**src/qdd_pkg.sv**
```systemverilog
// ----------------------------------------------------------------------------
// qdd_pkg
// shared types, register indexes and the quadrature transition table
// ----------------------------------------------------------------------------
package qdd_pkg;

  localparam int CfgIdxW = 2;
  localparam int CpdW    = 4;
  localparam int DebW    = 20;
  localparam int TimeW   = 32;
  localparam int SumW    = 5;

  localparam logic [CfgIdxW-1:0] REG_COUNTS_PER_DETENT = 2'd0;
  localparam logic [CfgIdxW-1:0] REG_DEBOUNCE_TIME_US  = 2'd1;

  localparam logic [CpdW-1:0]  CPD_RESET      = 4'd4;
  localparam logic [DebW-1:0]  DEB_RESET      = 20'd20000;
  localparam logic [1:0]       LINES_IDLE     = 2'b11;

  localparam logic signed [1:0] STEP_NONE = 2'sd0;
  localparam logic signed [1:0] STEP_CW   = 2'sd1;
  localparam logic signed [1:0] STEP_CCW  = -2'sd1;

  typedef struct packed {
    logic             line_a;
    logic             line_b;
    logic             switch_rise;
    logic [TimeW-1:0] time_us;
  } qdd_in_t;

  typedef struct packed {
    logic signed [1:0] step;
    logic              sw_release;
  } qdd_out_t;

  typedef struct packed {
    logic [CpdW-1:0] counts_per_detent;
    logic [DebW-1:0] debounce_time_us;
  } qdd_cfg_t;

  // index is {previous a, previous b, current a, current b}
  function automatic logic signed [1:0] qdd_delta(input logic [3:0] idx);
    logic signed [1:0] d;
    case (idx)
      4'd1, 4'd7, 4'd8, 4'd14: d = STEP_CCW;
      4'd2, 4'd4, 4'd11, 4'd13: d = STEP_CW;
      default:                  d = STEP_NONE;
    endcase
    return d;
  endfunction

endpackage

```
**src/quadrature_detent_decoder_unit.sv**
```systemverilog
// ----------------------------------------------------------------------------
// quadrature_detent_decoder_unit
// quadrature encoder detent decoder with debounced push-switch release
// ----------------------------------------------------------------------------
//  channel  dir  handshake              payload
//  in_      in   in_valid / in_stall    qdd_in_t  (line_a, line_b, switch_rise, time_us)
//  out_     out  out_valid / out_stall  qdd_out_t (step, sw_release)
//  cfg_     in   cfg_valid / cfg_ready  cfg_index, cfg_data
//
//  one item per cycle while out_stall stays low; an item passes the input register then
//  result register, with table lookup, sum, compare and time subtract between
//  reset is synchronous on rst_n low: both pipeline stages empty, lines idle high,
//  sum and last release time zero, registers at their defaults
//  out_stall holds the result register; the input register keeps taking items
//  until it is also full, so in_stall rises only with both stages occupied
// ----------------------------------------------------------------------------
module quadrature_detent_decoder_unit (
  input  logic                          clk,
  input  logic                          rst_n,
  input  logic                          in_valid,
  output logic                          in_stall,
  input  qdd_pkg::qdd_in_t              in_data,
  output logic                          out_valid,
  input  logic                          out_stall,
  output qdd_pkg::qdd_out_t             out_data,
  input  logic                          cfg_valid,
  output logic                          cfg_ready,
  input  logic [qdd_pkg::CfgIdxW-1:0]   cfg_index,
  input  logic [qdd_pkg::DebW-1:0]      cfg_data
);
  import qdd_pkg::*;

  // input register stage
  logic     s1_valid_r;
  qdd_in_t  s1_data_r;
  // result register stage
  logic     out_valid_r;
  qdd_out_t out_data_r;
  // configuration registers
  qdd_cfg_t cfg_r;

  logic              out_free;
  logic              fire;
  logic              in_take;
  logic signed [1:0] res_step;
  logic              res_release;
  qdd_out_t          res;

  // result register can take a new item when empty or being drained
  assign out_free  = !out_valid_r || !out_stall;
  // an item moves from the input register through the datapath
  assign fire      = s1_valid_r && out_free;
  assign in_stall  = s1_valid_r && !out_free;
  assign in_take   = in_valid && !in_stall;
  assign cfg_ready = 1'b1;

  qdd_rot u_rot (
    .clk               (clk),
    .rst_n             (rst_n),
    .fire              (fire),
    .line_a            (s1_data_r.line_a),
    .line_b            (s1_data_r.line_b),
    .counts_per_detent (cfg_r.counts_per_detent),
    .step              (res_step)
  );

  qdd_btn u_btn (
    .clk              (clk),
    .rst_n            (rst_n),
    .fire             (fire),
    .switch_rise      (s1_data_r.switch_rise),
    .time_us          (s1_data_r.time_us),
    .debounce_time_us (cfg_r.debounce_time_us),
    .released         (res_release)
  );

  assign res = '{step: res_step, sw_release: res_release};

  // pipeline control
  always_ff @(posedge clk) begin
    if (!rst_n) begin
      s1_valid_r  <= 1'b0;
      out_valid_r <= 1'b0;
    end else begin
      if (in_take) begin
        s1_valid_r <= 1'b1;
      end else if (fire) begin
        s1_valid_r <= 1'b0;
      end
      if (fire) begin
        out_valid_r <= 1'b1;
      end else if (!out_stall) begin
        out_valid_r <= 1'b0;
      end
    end
  end

  // payload, no reset
  always_ff @(posedge clk) begin
    if (in_take) begin
      s1_data_r <= in_data;
    end
    if (fire) begin
      out_data_r <= res;
    end
  end

  // register writes, indexes beyond the list are dropped
  always_ff @(posedge clk) begin
    if (!rst_n) begin
      cfg_r.counts_per_detent <= CPD_RESET;
      cfg_r.debounce_time_us  <= DEB_RESET;
    end else if (cfg_valid && cfg_ready) begin
      unique case (cfg_index)
        REG_COUNTS_PER_DETENT: cfg_r.counts_per_detent <= cfg_data[CpdW-1:0];
        REG_DEBOUNCE_TIME_US:  cfg_r.debounce_time_us  <= cfg_data;
        default: ;
      endcase
    end
  end

  assign out_valid = out_valid_r;
  assign out_data  = out_data_r;

  // a shown step is never the unused code
  a_step_code: assert property (@(posedge clk) disable iff (!rst_n)
    out_valid |-> (out_data.step != 2'b10))
    else $error("step holds unused code");

  // in_stall only with both stages occupied and the output held
  a_stall_full: assert property (@(posedge clk) disable iff (!rst_n)
    in_stall |-> (s1_valid_r && out_valid_r && out_stall))
    else $error("input stalled with room in the pipeline");

  // a processed item always lands in the result register
  a_fire_result: assert property (@(posedge clk) disable iff (!rst_n)
    fire |=> out_valid_r)
    else $error("processed item lost");

  // pipeline empty straight after reset
  a_reset_empty: assert property (@(posedge clk)
    !rst_n |=> (!out_valid && !s1_valid_r))
    else $error("pipeline not empty after reset");

endmodule

```
**src/qdd_rot.sv**
```systemverilog
// ----------------------------------------------------------------------------
// qdd_rot
// quadrature transition accumulator and detent step detector
// ----------------------------------------------------------------------------
module qdd_rot (
  input  logic                          clk,
  input  logic                          rst_n,
  input  logic                          fire,
  input  logic                          line_a,
  input  logic                          line_b,
  input  logic [qdd_pkg::CpdW-1:0]      counts_per_detent,
  output logic signed [1:0]             step
);
  import qdd_pkg::*;

  logic [1:0]             prev_lines_r, prev_lines_nxt;
  logic signed [SumW-1:0] sum_r, sum_nxt;
  logic [1:0]             cur;
  logic signed [SumW-1:0] sum_add;
  logic signed [SumW-1:0] limit;

  assign cur     = {line_a, line_b};
  assign sum_add = sum_r + SumW'(qdd_delta({prev_lines_r, cur}));
  // zero acts as one
  assign limit   = (counts_per_detent == '0) ? SumW'(1)
                                             : $signed({1'b0, counts_per_detent});

  always_comb begin
    step           = STEP_NONE;
    sum_nxt        = sum_add;
    prev_lines_nxt = cur;
    if (sum_add >= limit) begin
      step    = STEP_CW;
      sum_nxt = '0;
    end else if (sum_add <= -limit) begin
      step    = STEP_CCW;
      sum_nxt = '0;
    end
  end

  always_ff @(posedge clk) begin
    if (!rst_n) begin
      prev_lines_r <= LINES_IDLE;
      sum_r        <= '0;
    end else if (fire) begin
      prev_lines_r <= prev_lines_nxt;
      sum_r        <= sum_nxt;
    end
  end

endmodule

```
**src/qdd_btn.sv**
```systemverilog
// ----------------------------------------------------------------------------
// qdd_btn
// push-switch release debounce against the last accepted release time
// ----------------------------------------------------------------------------
module qdd_btn (
  input  logic                       clk,
  input  logic                       rst_n,
  input  logic                       fire,
  input  logic                       switch_rise,
  input  logic [qdd_pkg::TimeW-1:0]  time_us,
  input  logic [qdd_pkg::DebW-1:0]   debounce_time_us,
  output logic                       released
);
  import qdd_pkg::*;

  logic [TimeW-1:0] last_rel_r;
  logic [TimeW-1:0] elapsed;

  // wrapping difference
  assign elapsed  = time_us - last_rel_r;
  assign released = switch_rise && (elapsed >= TimeW'(debounce_time_us));

  always_ff @(posedge clk) begin
    if (!rst_n) begin
      last_rel_r <= '0;
    end else if (fire && released) begin
      last_rel_r <= time_us;
    end
  end

endmodule
```
**config.mk**
```make
export PLATFORM = sky130hd
export DESIGN_NAME = quadrature_detent_decoder_unit
export DESIGN_NICKNAME = d
export VERILOG_FILES = /design/src/qdd_pkg.sv /design/src/quadrature_detent_decoder_unit.sv /design/src/qdd_rot.sv /design/src/qdd_btn.sv
export SDC_FILE = /design/constraint.sdc
export NUM_CORES = 1
export LEC_CHECK = 0
export BUFFER_PORTS_ARGS = -buffer_cell sky130_fd_sc_hd__buf_4
export CORE_MARGIN = 5
export CORE_UTILIZATION = 35
export CTS_CLUSTER_DIAMETER = 120
export DETAILED_ROUTE_END_ITERATION = 8
export PLACE_DENSITY_LB_ADDON = 0.05
export REMOVE_ABC_BUFFERS = 1
export SYNTH_ARGS = -nofsm -noshare
export SYNTH_HDL_FRONTEND = slang
export SYNTH_SLANG_ARGS = --single-unit
export TNS_END_PERCENT = 20
```
**constraint.sdc**
```tcl
create_clock -name clk -period 5.9 [get_ports clk]
set_input_delay 1.18 -clock clk [delete_from_list [all_inputs] [get_ports clk]]
set_output_delay 1.18 -clock clk [all_outputs]
set_load 0.01 [all_outputs]
```
==> results of run 1 <==
-- area by class of cell --
class	count	area, um^2	area share
tap	234	292.8	0.03888
sequential	103	2442	0.3243
multi-input combinational	537	3725	0.4946
inverter	66	247.7	0.03290
clock buffer	11	242.7	0.03223
clock inverter	5	65.06	0.008639
timing repair buffer	67	515.5	0.06845
-- tightest hold or removal path, stage by stage (launching register included) --
cell and delay, ps:
dfxtp_1 310, nand2_1 50, mux2i_1 50
-- registers in the layout (all words and copies together) (netlist names) --
| signal | count |
|---|---|
| s1_data_r | 35 |
| s1_valid_r | 1 |
| u_btn.last_rel_r | 32 |
| u_rot.sum_r | 5 |
| cfg_r | 24 |
| out_data | 3 |
| out_valid | 1 |
| u_rot.prev_lines_r | 2 |
-- per-stage QoR --
stage,util,std cells
final,0.4067,1023
after global routing,0.4067,1023
after CTS,0.4067,1023
after detailed placement,0.3901,1007
after global placement,0.3901,1007
after floorplan,-,706
-- placed cells by master (no fill, tap or decap), drive strengths merged, types with 2 or more instances in the layout --
master	synthesis	final
inv	66	68
a31oi	3	3
and3	5	5
a21oi	49	49
dfxtp	65	65
nand4	12	12
fa	2	2
a211oi	6	6
nand3	10	10
mux2i	33	33
xor2	13	13
and2	8	8
o21ai	28	28
nor4	4	4
a22oi	2	2
nand2	147	147
a21o	15	15
nor2	20	20
o211ai	13	13
clkinvlp	0	2
xnor2	20	20
nor2b	8	8
o31ai	2	2
ha	68	68
nor3b	2	2
o21a	5	5
a32o	3	3
or2	3	3
nor3	10	10
a21boi	19	19
o211a	2	2
edfxtp	38	38
clkbuf	18	11
buf	7	67
nand2b	5	5
o21bai	4	4
nand3b	2	2
-- final timing paths --
path                                            end  cells after the start
worst min-delay path            u_btn.last_rel_r[7]                      2
worst max-delay path            u_btn.last_rel_r[9]                     24
worst max register to register  u_btn.last_rel_r[9]                     24
worst min register to register  u_btn.last_rel_r[7]                      2
-- cells by family after synthesis --
family	after synthesis
other cells	1
mux	34
xor+xnor	33
simple gates	237
flops	103
compound gates	162
buf+inv	91
fa+ha+maj	70
-- per-layer routing --
metal / track usage / routed length, um / vias up
met2: 0.2487 / 7201 / 69
met4: 0.04704 / 206 / 0
met5: 0 / 0 / -
met3: 0.02948 / 548 / 15
li1: - / - / 2647
met1: 0.1875 / 7230 / 2360
-- power groups by stage --
stage / Combinational [W] / Sequential, W / Clock (W)
2_1_floorplan: 0.000296 / 0.000805 / 0
5_1_grt: 0.000485 / 0.000798 / 0.000678
4_1_cts: 0.000431 / 0.000794 / 0.000650
6_report: 0.000425 / 0.000793 / 0.000623
3_3_place_gp: 0.000423 / 0.000809 / 0
3_5_place_dp: 0.000428 / 0.000810 / 0
==> metrics.txt, run 1 <==
status finished, final reports clean; Bufs and invs on worst path 3; YS warnings 0; clk root buf clkbuf_16; Sw Share 0.2918; Worst EP arrival slightly above 5000 ps; DRT Pass-1 Iters 4; DRT Wirelength ~15,000 um; Slew HR 0.2618; post-CTS setup buffer count 0; Seq cells post-synth ~100; Least-Margin Pin Slew between 1000 and 1500 ps; share of cells above drive strength 1 0.1267; Hold Crit Class flip-flop to flip-flop; max-slew violations 0; main combinational cell family by area after synthesis compound AO/OA/AOI/OAI gates; DIE HEIGHT about 150 um; clock sink count approximately 100; crit end category flip-flop; HP Start u_btn.last_rel_r[7]; max-cap violations 0; cts repair resizes 0; mux contribution to synthesized area 0.05403; H-tree Lvls 3; VDD IR-drop max approximately 0.13 mV; f_max between 0.2 and 0.25 GHz; Worst Setup Slack, final 1149 ps; post-DR wirelength/cell between 10 and 15 um; CTS tree done; Worst path max stage delay 420 ps; PwrDens 244.5 nW/um^2; first-pass GRT wire length approximately 26,000 um; overall routing resource usage 0.1467; largest area contributor in the netlist dfxtp_1; adder-cell area share of the yosys netlist 0.1364; Sw Pwr 0.0005373 W; Commonest cells post-synth 147 x nand2_1, 68 x ha_1, 66 x inv_1; Yosys cell types 65; initial antenna violation count 0; compound-gate portion of the synthesized area 0.1696; post-DP HPWL around 12,000 um; I/O pins around 70; design area roughly 7500 um^2; num rows 50; post-synthesis sequential area ratio 0.3740; CP Max Fanout 25; die width roughly 150 um; final hold vios 0; Int Power 0.001304 W; top cells by area, synth dfxtp_1 20%, edfxtp_1 17%, ha_1 13%; Post-DRT Antenna Nets 0; DP Area between 7000 and 8000 um^2; CTS Buffer Depth 2; Mapped Cells 731; most numerous cell in the Yosys netlist nand2_1; Place WS 1138 ps; total gr overflow 0; min Tclk post-route between 4000 and 5000 ps; CTS Buf Count 9; Post-synth EDFFs 38; XOR/XNOR share of the synthesized area 0.04426; Synth Area in Simple Gates 0.1644; Core Area 18,520 um^2; final RePlAce weighted congestion 0.8583; ratio of final minimum period to clock period 0.8052; setup tns final 0 ps; slowest cell on the critical path a21oi_4; nets ~920; CP required between 6000 and 7000 ps; Synth Flop Type dfxtp_1; RSZ-0062 raised after global routing no; Buffers on Ports 66; Crit path max-delay family compound AO/OA/AOI/OAI gates; antenna fix cells 0; Critical path origin s1_data_r[0]; CP Cell Sequence inv_1, ha_1, inv_1, fa_1, a211oi_1, o211ai_1, nand3_1, and2_1, o21ai_1, nand3_1, nand2_1, xor2_1, ha_1, nand4_1, nor4_1, a22oi_1, o221ai_1, nor4_1, o2111a_1, nand4_1, nor4_4, a21oi_4, buf_12, mux2i_1; syn avg cell area just under 9 um^2; Leak Pwr 3.007 nW; largest net degree at the start of global routing 98; Clock Skews 7.908 ps; DRC errors left 0; via count approximately 5,100; Initial DRC Count roughly 210; Worst-Skew Late Latency between 300 and 400 ps; die area ~21,000 um^2; Tot Pwr 0.001841 W; top cell type's share of synthesized area 0.1993; clock-pin slew of the registers on the worst-case setup and hold paths around 70 ps; Filler cells ~1,900; cts hold-fix bufs 0; Seq pwr share 0.431; startpoint types flip-flop; WS Path Type flip-flop to flip-flop; initial core utilization 0.3526; post-DR vias/cell around 5; clock share of power 0.338; hold slack roughly 460 ps; vias in the first global route ~5,300; post-synthesis cell area about 6500 um^2; combinational share of power 0.231; area grow syn2layout 15.33%; FF-to-FF setup slack approximately 1100 ps; reg-to-reg startpoint s1_data_r[0]; post-synthesis async set-or-reset flop share 0; final count of negative-setup-slack endpoints 0
Note: power is estimated with default switching activity, not from simulation.
==> inputs of run 2 (changes only) <==
- clock period: 5.9 -> 3.9 ns (I/O delays scaled with it)
==> run 2 against run 1 <==
Against the previous run:
- the run now ends with negative setup slack left
- via count rose by 5.6%
- utilization rose by 3.2 points
- sequential power rose by 51%
- clock skew rose by 1.9 ps
- sequential cell count did not move
- hold slack barely moved
- sequential share of layout area fell by 2.4 points
- power rose by 57%
- clock power rose by 54%
- count of clock-buffer cells in the layout fell by 1
- routed wire length rose by 4.3%
- non-clock buffer count rose by 63
- critical endpoint is now u_btn.last_rel_r[27]
==> metrics.txt, run 2 (synthesized netlist as in run 1, its figures left out) <==
DRT Wirelength 15,840 um (was 15,190 um); Core Area 18,520 um^2 (unchanged); most common cell after layout, fill and taps aside nand2_1 (unchanged); post-DP HPWL 12,200 um (was 11,620 um); Hold Crit Class flip-flop to flip-flop (unchanged); final count of negative-setup-slack endpoints 33 (was 0); max-slew violations 0 (unchanged); initial antenna violation count 0 (unchanged); startpoint types flip-flop (unchanged); CTS Buffer Depth 2 (unchanged); overall routing resource usage 0.1506 (was 0.1467); CP required 4150 ps (was 6180 ps); via count 5,374 (was 5,091); vias in the first global route 5,488 (was 5,278); Least-Margin Pin Slew 903.5 ps (was 1105 ps); clk root buf clkbuf_16 (unchanged); final hold vios 0 (unchanged); ratio of final minimum period to clock period 1.095 (was 0.8052); Regs by FF count s1_data_r (35), u_btn.last_rel_r (32), cfg_r (24) (unchanged); DIE HEIGHT 146.6 um (unchanged); Initial DRC Count 176 (was 208); CP Max Fanout 9 (was 25); Slew HR 0.3976 (was 0.2618); CTS Buf Count 9 (unchanged); H-tree Lvls 3 (unchanged); status finished, violations left (was finished, final reports clean); clock-pin slew of the registers on the worst-case setup and hold paths 80 ps (was 70 ps); most frequent cells in the layout 147 x nand2_1, 126 x buf_4, 67 x ha_1 (was 147 x nand2_1, 68 x ha_1, 66 x inv_1, 66 x buf_4, 65 x dfxtp_1); share of cells above drive strength 1 0.2113 (was 0.1267); Layout Cells excl Fill 1,086 (was 1,023); post-DR wirelength/cell 14.58 um (was 14.84 um); failing checks negative setup slack; initial core utilization 0.3526 (unchanged); post-DR vias/cell 4.948 (was 4.977); Placed Cells 1,064 (was 1,007); f_max 0.2341 GHz (was 0.2105 GHz); die area 21,490 um^2 (unchanged); max reg flops 35 (unchanged); largest net degree at the start of global routing 98 (unchanged); DRC errors left 0 (unchanged); total gr overflow 0 (unchanged); DRT Pass-1 Iters 6 (was 4); Post-DRT Antenna Nets 0 (unchanged); setup tns final -11,670 ps (was 0 ps); Tot Pwr 0.002896 W (was 0.001841 W); min Tclk post-route 4272 ps (was 4751 ps); crit end category flip-flop (unchanged); max-cap violations 0 (unchanged); CTS tree done (unchanged); RSZ-0062 raised after global routing yes (was no); Worst-Skew Late Latency 360 ps (about the same); Clock Skews 9.815 ps (was 7.908 ps); WS Path Type flip-flop to flip-flop (unchanged); Worst EP arrival 4520 ps (was 5030 ps); clock sink count 103 (unchanged); Worst Setup Slack, final -372.2 ps (was 1149 ps); I/O pins 68 (unchanged); die width 146.6 um (unchanged); final RePlAce weighted congestion 0.8520 (was 0.8583); Leak Pwr 3.341 nW (was 3.007 nW); first-pass GRT wire length 26,720 um (was 25,990 um); num rows 50 (unchanged); Filler cells 1,884 (was 1,887); area grow syn2layout 24.39% (was 15.33%); PwrDens 356.5 nW/um^2 (was 244.5 nW/um^2); antenna fix cells 0 (unchanged); hold slack 458.2 ps (about the same); nets 979 (was 916); Buffers on Ports 66 (unchanged); largest reg by FF count s1_data_r (unchanged); VDD IR-drop max 0.3048 mV (was 0.1278 mV)
run 2: cell types whose count changed in the layout (fill, tap and decap cells not counted), sizes merged:
cell / delta
clkinvlp: -2
clkbuf: +1
inv: +1
buf: +61
clkinv: +2
run 2: final cells by class:
type / count / area [um^2] / area share
Clock buffer: 10 / 239.0 / 0.02942
Clock inverter: 6 / 76.32 / 0.009396
Inverter: 66 / 247.7 / 0.03050
Multi-Input combinational cell: 537 / 3789 / 0.4664
Sequential cell: 103 / 2442 / 0.3007
Tap cell: 234 / 292.8 / 0.03604
Timing Repair Buffer: 130 / 1036 / 0.1275
run 2: path summary, 6_finish.rpt:
kind | startpoint | end | slack, ps | cells after the start
min reg2reg | u_btn.last_rel_r[29] | u_btn.last_rel_r[29] | 460 | 2
max reg2reg | s1_data_r[0] | u_btn.last_rel_r[27] | -370 | 23
min | u_btn.last_rel_r[29] | u_btn.last_rel_r[29] | 460 | 2
max | s1_data_r[0] | u_btn.last_rel_r[27] | -370 | 23
run 2: repair_timing:
action                                  in CTS  in global routing
pin swaps                                    6                  5
resized for setup                            6                 16
setup buffers                                1                  3
endpoints found under the setup margin      33                 38
hold buffers                                 0                  0
gates cloned                                 1                  1
run 2: worst max-delay path, stage by stage, from the launching register on:
cell and delay, ps:
edfxtp_1 390, inv_1 70, ha_2 180, inv_2 40, fa_2 340, a211oi_2 240, o211ai_1 160, nand3_1 130
and2_4 150, o21ai_2 60, nand3_1 90, nand2_1 60, xor2_1 140, ha_1 290, nand4_1 120, nor4_2 60
a32o_1 260, nor4_2 260, o2111a_1 210, nand4_1 140, nor4_4 250, a21oi_4 170, clkbuf_16 220, mux2i_1 120
run 2: per-layer routing:
| metal | global-route usage | up-vias | routed length (um) | part of all wire |
|---|---|---|---|---|
| li1 | - | 2775 | - | - |
| met1 | 0.1892 | 2511 | 7294 | 0.46 |
| met2 | 0.2620 | 75 | 7808 | 0.49 |
| met3 | 0.03104 | 13 | 522 | 0.033 |
| met4 | 0.04092 | 0 | 211 | 0.013 |
| met5 | 0 | - | 0 | 0 |
run 2: per-stage QoR:
stage,utilization,setup slack (ps),cell area [um^2]
finish,0.4386,-372.2,8123
global route,0.4386,-703.3,8123
CTS,0.4340,-488.3,8036
detailed placement,0.4139,-492.1,7664
global placement,0.4139,-422.9,7664
floorplan,-,-526.9,6407
run 2: report_power, final:
part	internal, W	switching (W)
clock network	0.000527	0.000431
logic	0.000346	0.000392
registers	0.00117	0.0000292
==> inputs of run 3 (changes only) <==
- ABC_AREA: not set -> 1
- CORE_UTILIZATION: 35 -> 50
==> run 3 against run 2 <==
Against the previous run:
- the run now ends clean
- sequential share of layout area decreased by 1.3 points
- first-iteration DRC count increased by 150%
- clock power increased by 6%
- clock skew about the same
- via count increased by 19%
- synthesized area increased by 14%
- hold slack improved by 3.5 ps
- largest cell class unchanged
==> metrics.txt, run 3 <==
YS warnings 0 (unchanged); Multi-input gate area 3944 um^2 (was 3789 um^2); Yosys cell types 41 (was 65); max-slew violations 0 (unchanged); largest net degree at the start of global routing 59 (was 98); die width 132.3 um (was 146.6 um); DIE HEIGHT 132.3 um (was 146.6 um); RSZ-0062 raised after global routing no (was yes); clk root buf clkbuf_16 (unchanged); final hold vios 0 (unchanged); post-synthesis cell area 7475 um^2 (was 6530 um^2); Post-synth EDFFs 38 (unchanged); PwrDens 371.3 nW/um^2 (was 356.5 nW/um^2); Slew HR 0.4552 (was 0.3976); ratio of final minimum period to clock period 0.9133 (was 1.095); WS Path Type flip-flop to flip-flop (unchanged); clock-pin slew of the registers on the worst-case setup and hold paths 70 ps (was 80 ps); Place WS 134.6 ps (was -492.1 ps); overall routing resource usage 0.1939 (was 0.1506); max reg flops 35 (unchanged); syn avg cell area 6.777 um^2 (was 8.933 um^2); area grow syn2layout 13.68% (was 24.39%); die area 17,490 um^2 (was 21,490 um^2); min Tclk post-route 3562 ps (was 4272 ps); Seq cells post-synth 103 (unchanged); I/O pins 68 (unchanged); Post-DRT Antenna Nets 0 (unchanged); initial core utilization 0.5123 (was 0.3526); max-cap violations 0 (unchanged); most numerous cell in the Yosys netlist nand2_1 (unchanged); post-DR wirelength/cell 12.38 um (was 14.58 um); DRC errors left 0 (unchanged); Routed met3 length 907 um (was 522 um); top cell type's share of synthesized area 0.1741 (was 0.1993); startpoint types flip-flop (unchanged); post-synthesis sequential area ratio 0.3267 (was 0.3740); num rows 44 (was 50); Most common cell on crit path nand2_1; largest area contributor in the netlist dfxtp_1 (unchanged); Worst-Skew Late Latency 350 ps (was 360 ps); nets 1,295 (was 979); register area 2442 um^2 (unchanged); DRT Pass-1 Iters 5 (was 6); share of cells above drive strength 1 0.1318 (was 0.2113); post-DP HPWL 12,890 um (was 12,200 um); Core Area 14,590 um^2 (was 18,520 um^2); vias in the first global route 5,752 (was 5,488); f_max 0.2808 GHz (was 0.2341 GHz); hold slack 461.8 ps (was 458.2 ps); Regs by FF count s1_data_r (35), u_btn.last_rel_r (32), cfg_r (24) (unchanged); Worst path max stage delay 390 ps (about the same); CP required 4150 ps (about the same); top cells by area, synth dfxtp_1 17%, nand2_1 16%, edfxtp_1 15% (was dfxtp_1 20%, edfxtp_1 17%, ha_1 13%); Crit path max-delay family simple AND/OR/NAND/NOR gates (unchanged); met1 wire length 8788 um (was 7294 um); Mapped Cells 1,103 (was 731); most common cell after layout, fill and taps aside nand2_1 (unchanged); status finished, final reports clean (was finished, violations left); initial antenna violation count 0 (unchanged); first-pass GRT wire length 27,950 um (was 26,720 um); post-synthesis async set-or-reset flop share 0 (unchanged); Hold Crit Class flip-flop to flip-flop (unchanged); Routed met2 length 6815 um (was 7808 um); Least-Margin Pin Slew 815.2 ps (was 903.5 ps); final count of negative-setup-slack endpoints 0 (was 33); Clock Skews 9.392 ps (was 9.815 ps); Initial DRC Count 438 (was 176); final RePlAce weighted congestion 0.8781 (was 0.8520); CP Max Fanout 32 (was 9); post-DR vias/cell 4.725 (was 4.948); total gr overflow 0 (unchanged); clock sink count 103 (unchanged); CTS Buf Count 9 (unchanged); Synth Flop Type dfxtp_1 (unchanged); slowest cell on the critical path fa_2 (was edfxtp_1); crit end category flip-flop (unchanged); DRT Wirelength 16,740 um (was 15,840 um); CTS Buffer Depth 2 (unchanged); Leak Pwr 4.558 nW (was 3.341 nW); Bufs and invs on worst path 3 (unchanged); largest reg by FF count s1_data_r (unchanged); max layer used met4 (unchanged); Worst EP arrival 3810 ps (was 4520 ps); Commonest cells post-synth 326 x nand2_1, 225 x inv_1, 89 x nor2_1 (was 147 x nand2_1, 68 x ha_1, 66 x inv_1); H-tree Lvls 3 (unchanged); via count 6,388 (was 5,374); CTS tree done (unchanged); most frequent cells in the layout 326 x nand2_1, 225 x inv_1, 88 x nor2_1 (was 147 x nand2_1, 126 x buf_4, 67 x ha_1); Buffers on Ports 66 (unchanged); antenna fix cells 0 (unchanged); Worst Setup Slack, final 338.3 ps (was -372.2 ps); VDD IR-drop max 0.2066 mV (was 0.3048 mV); setup tns final 0 ps (was -11,670 ps); Filler cells 1,391 (was 1,884)
==> run 3: cell types whose count changed in the layout (fill, tap and decap cells not counted), sizes merged, moves of 13 or more <==
cell / previous run / this run
a21boi: 19 / 1
inv: 69 / 252
nand3: 10 / 29
xnor2: 20 / 7
nand2: 147 / 349
nor2: 20 / 94
mux2i: 33 / 0
buf: 128 / 75
nand4: 12 / 38
==> run 3: cell type report <==
type / instances / area share
Tap cell: 184 / 0.02709
Inverter: 252 / 0.1113
Clock inverter: 5 / 0.01252
Clock buffer: 11 / 0.02739
Timing Repair Buffer: 75 / 0.07009
Multi-Input combinational cell: 722 / 0.4641
Sequential cell: 103 / 0.2874
==> run 3: worst paths after layout <==
check | start | to | cells after the start | slack [ps]
setup / recovery | s1_data_r[0] | u_btn.last_rel_r[1] | 28 | 340
hold / removal | cfg_r[15] | cfg_r[15] | 2 | 460
setup reg to reg | s1_data_r[0] | u_btn.last_rel_r[1] | 28 | 340
hold reg to reg | cfg_r[15] | cfg_r[15] | 2 | 460
==> run 3: report_power, final <==
part	switching, W	internal [W]
Combinational	0.000555	0.000364
Sequential	0.0000314	0.00118
Clock	0.000393	0.000629
Total	0.000979	0.00218
==> run 3: metal layers <==
metal / GRT usage / up-vias
li1: - / 3508
met1: 0.2938 / 2730
met2: 0.2844 / 134
met3: 0.03053 / 16
met4: 0.05543 / 0
met5: 0 / -
==> run 3: logic make-up after synthesis <==
logic type	count (synthesis)	share of synthesized area
and+or+nand+nor	526	0.3015
adders and majority gates	70	0.1192
xor gates and xnor gates	26	0.03047
AOI/OAI and AO/OA	99	0.07399
DFF	103	0.3267
buffers and inverters	278	0.1476
other	1	0.0005017
==> run 3: worst reg2reg max path, delay by kind of cell, from the launching register on <==
kind / cells / cell delay, ps
simple gates: 21 / 1630
buf+inv: 3 / 440
xor+xnor: 1 / 170
fa+ha+maj: 3 / 810
flops: 1 / 370
==> run 3: through the flow <==
step | cells | total power [W] | utilization | instance area [um^2]
final | 1352 | 0.003155 | 0.5824 | 8497
after global routing | 1352 | 0.003387 | 0.5824 | 8497
after CTS | 1352 | 0.003187 | 0.5810 | 8477
after detailed placement | 1336 | 0.002150 | 0.5578 | 8138
after global placement | 1336 | 0.002146 | 0.5578 | 8138
after floorplan | 1077 | 0.001892 | - | 7317
==> run 3: timing repair <==
action / CTS / global route
hold buffers: 0 / 0
endpoints found under the setup margin: 0 / 32
setup buffers: 0 / 0
resized for setup: 0 / 5
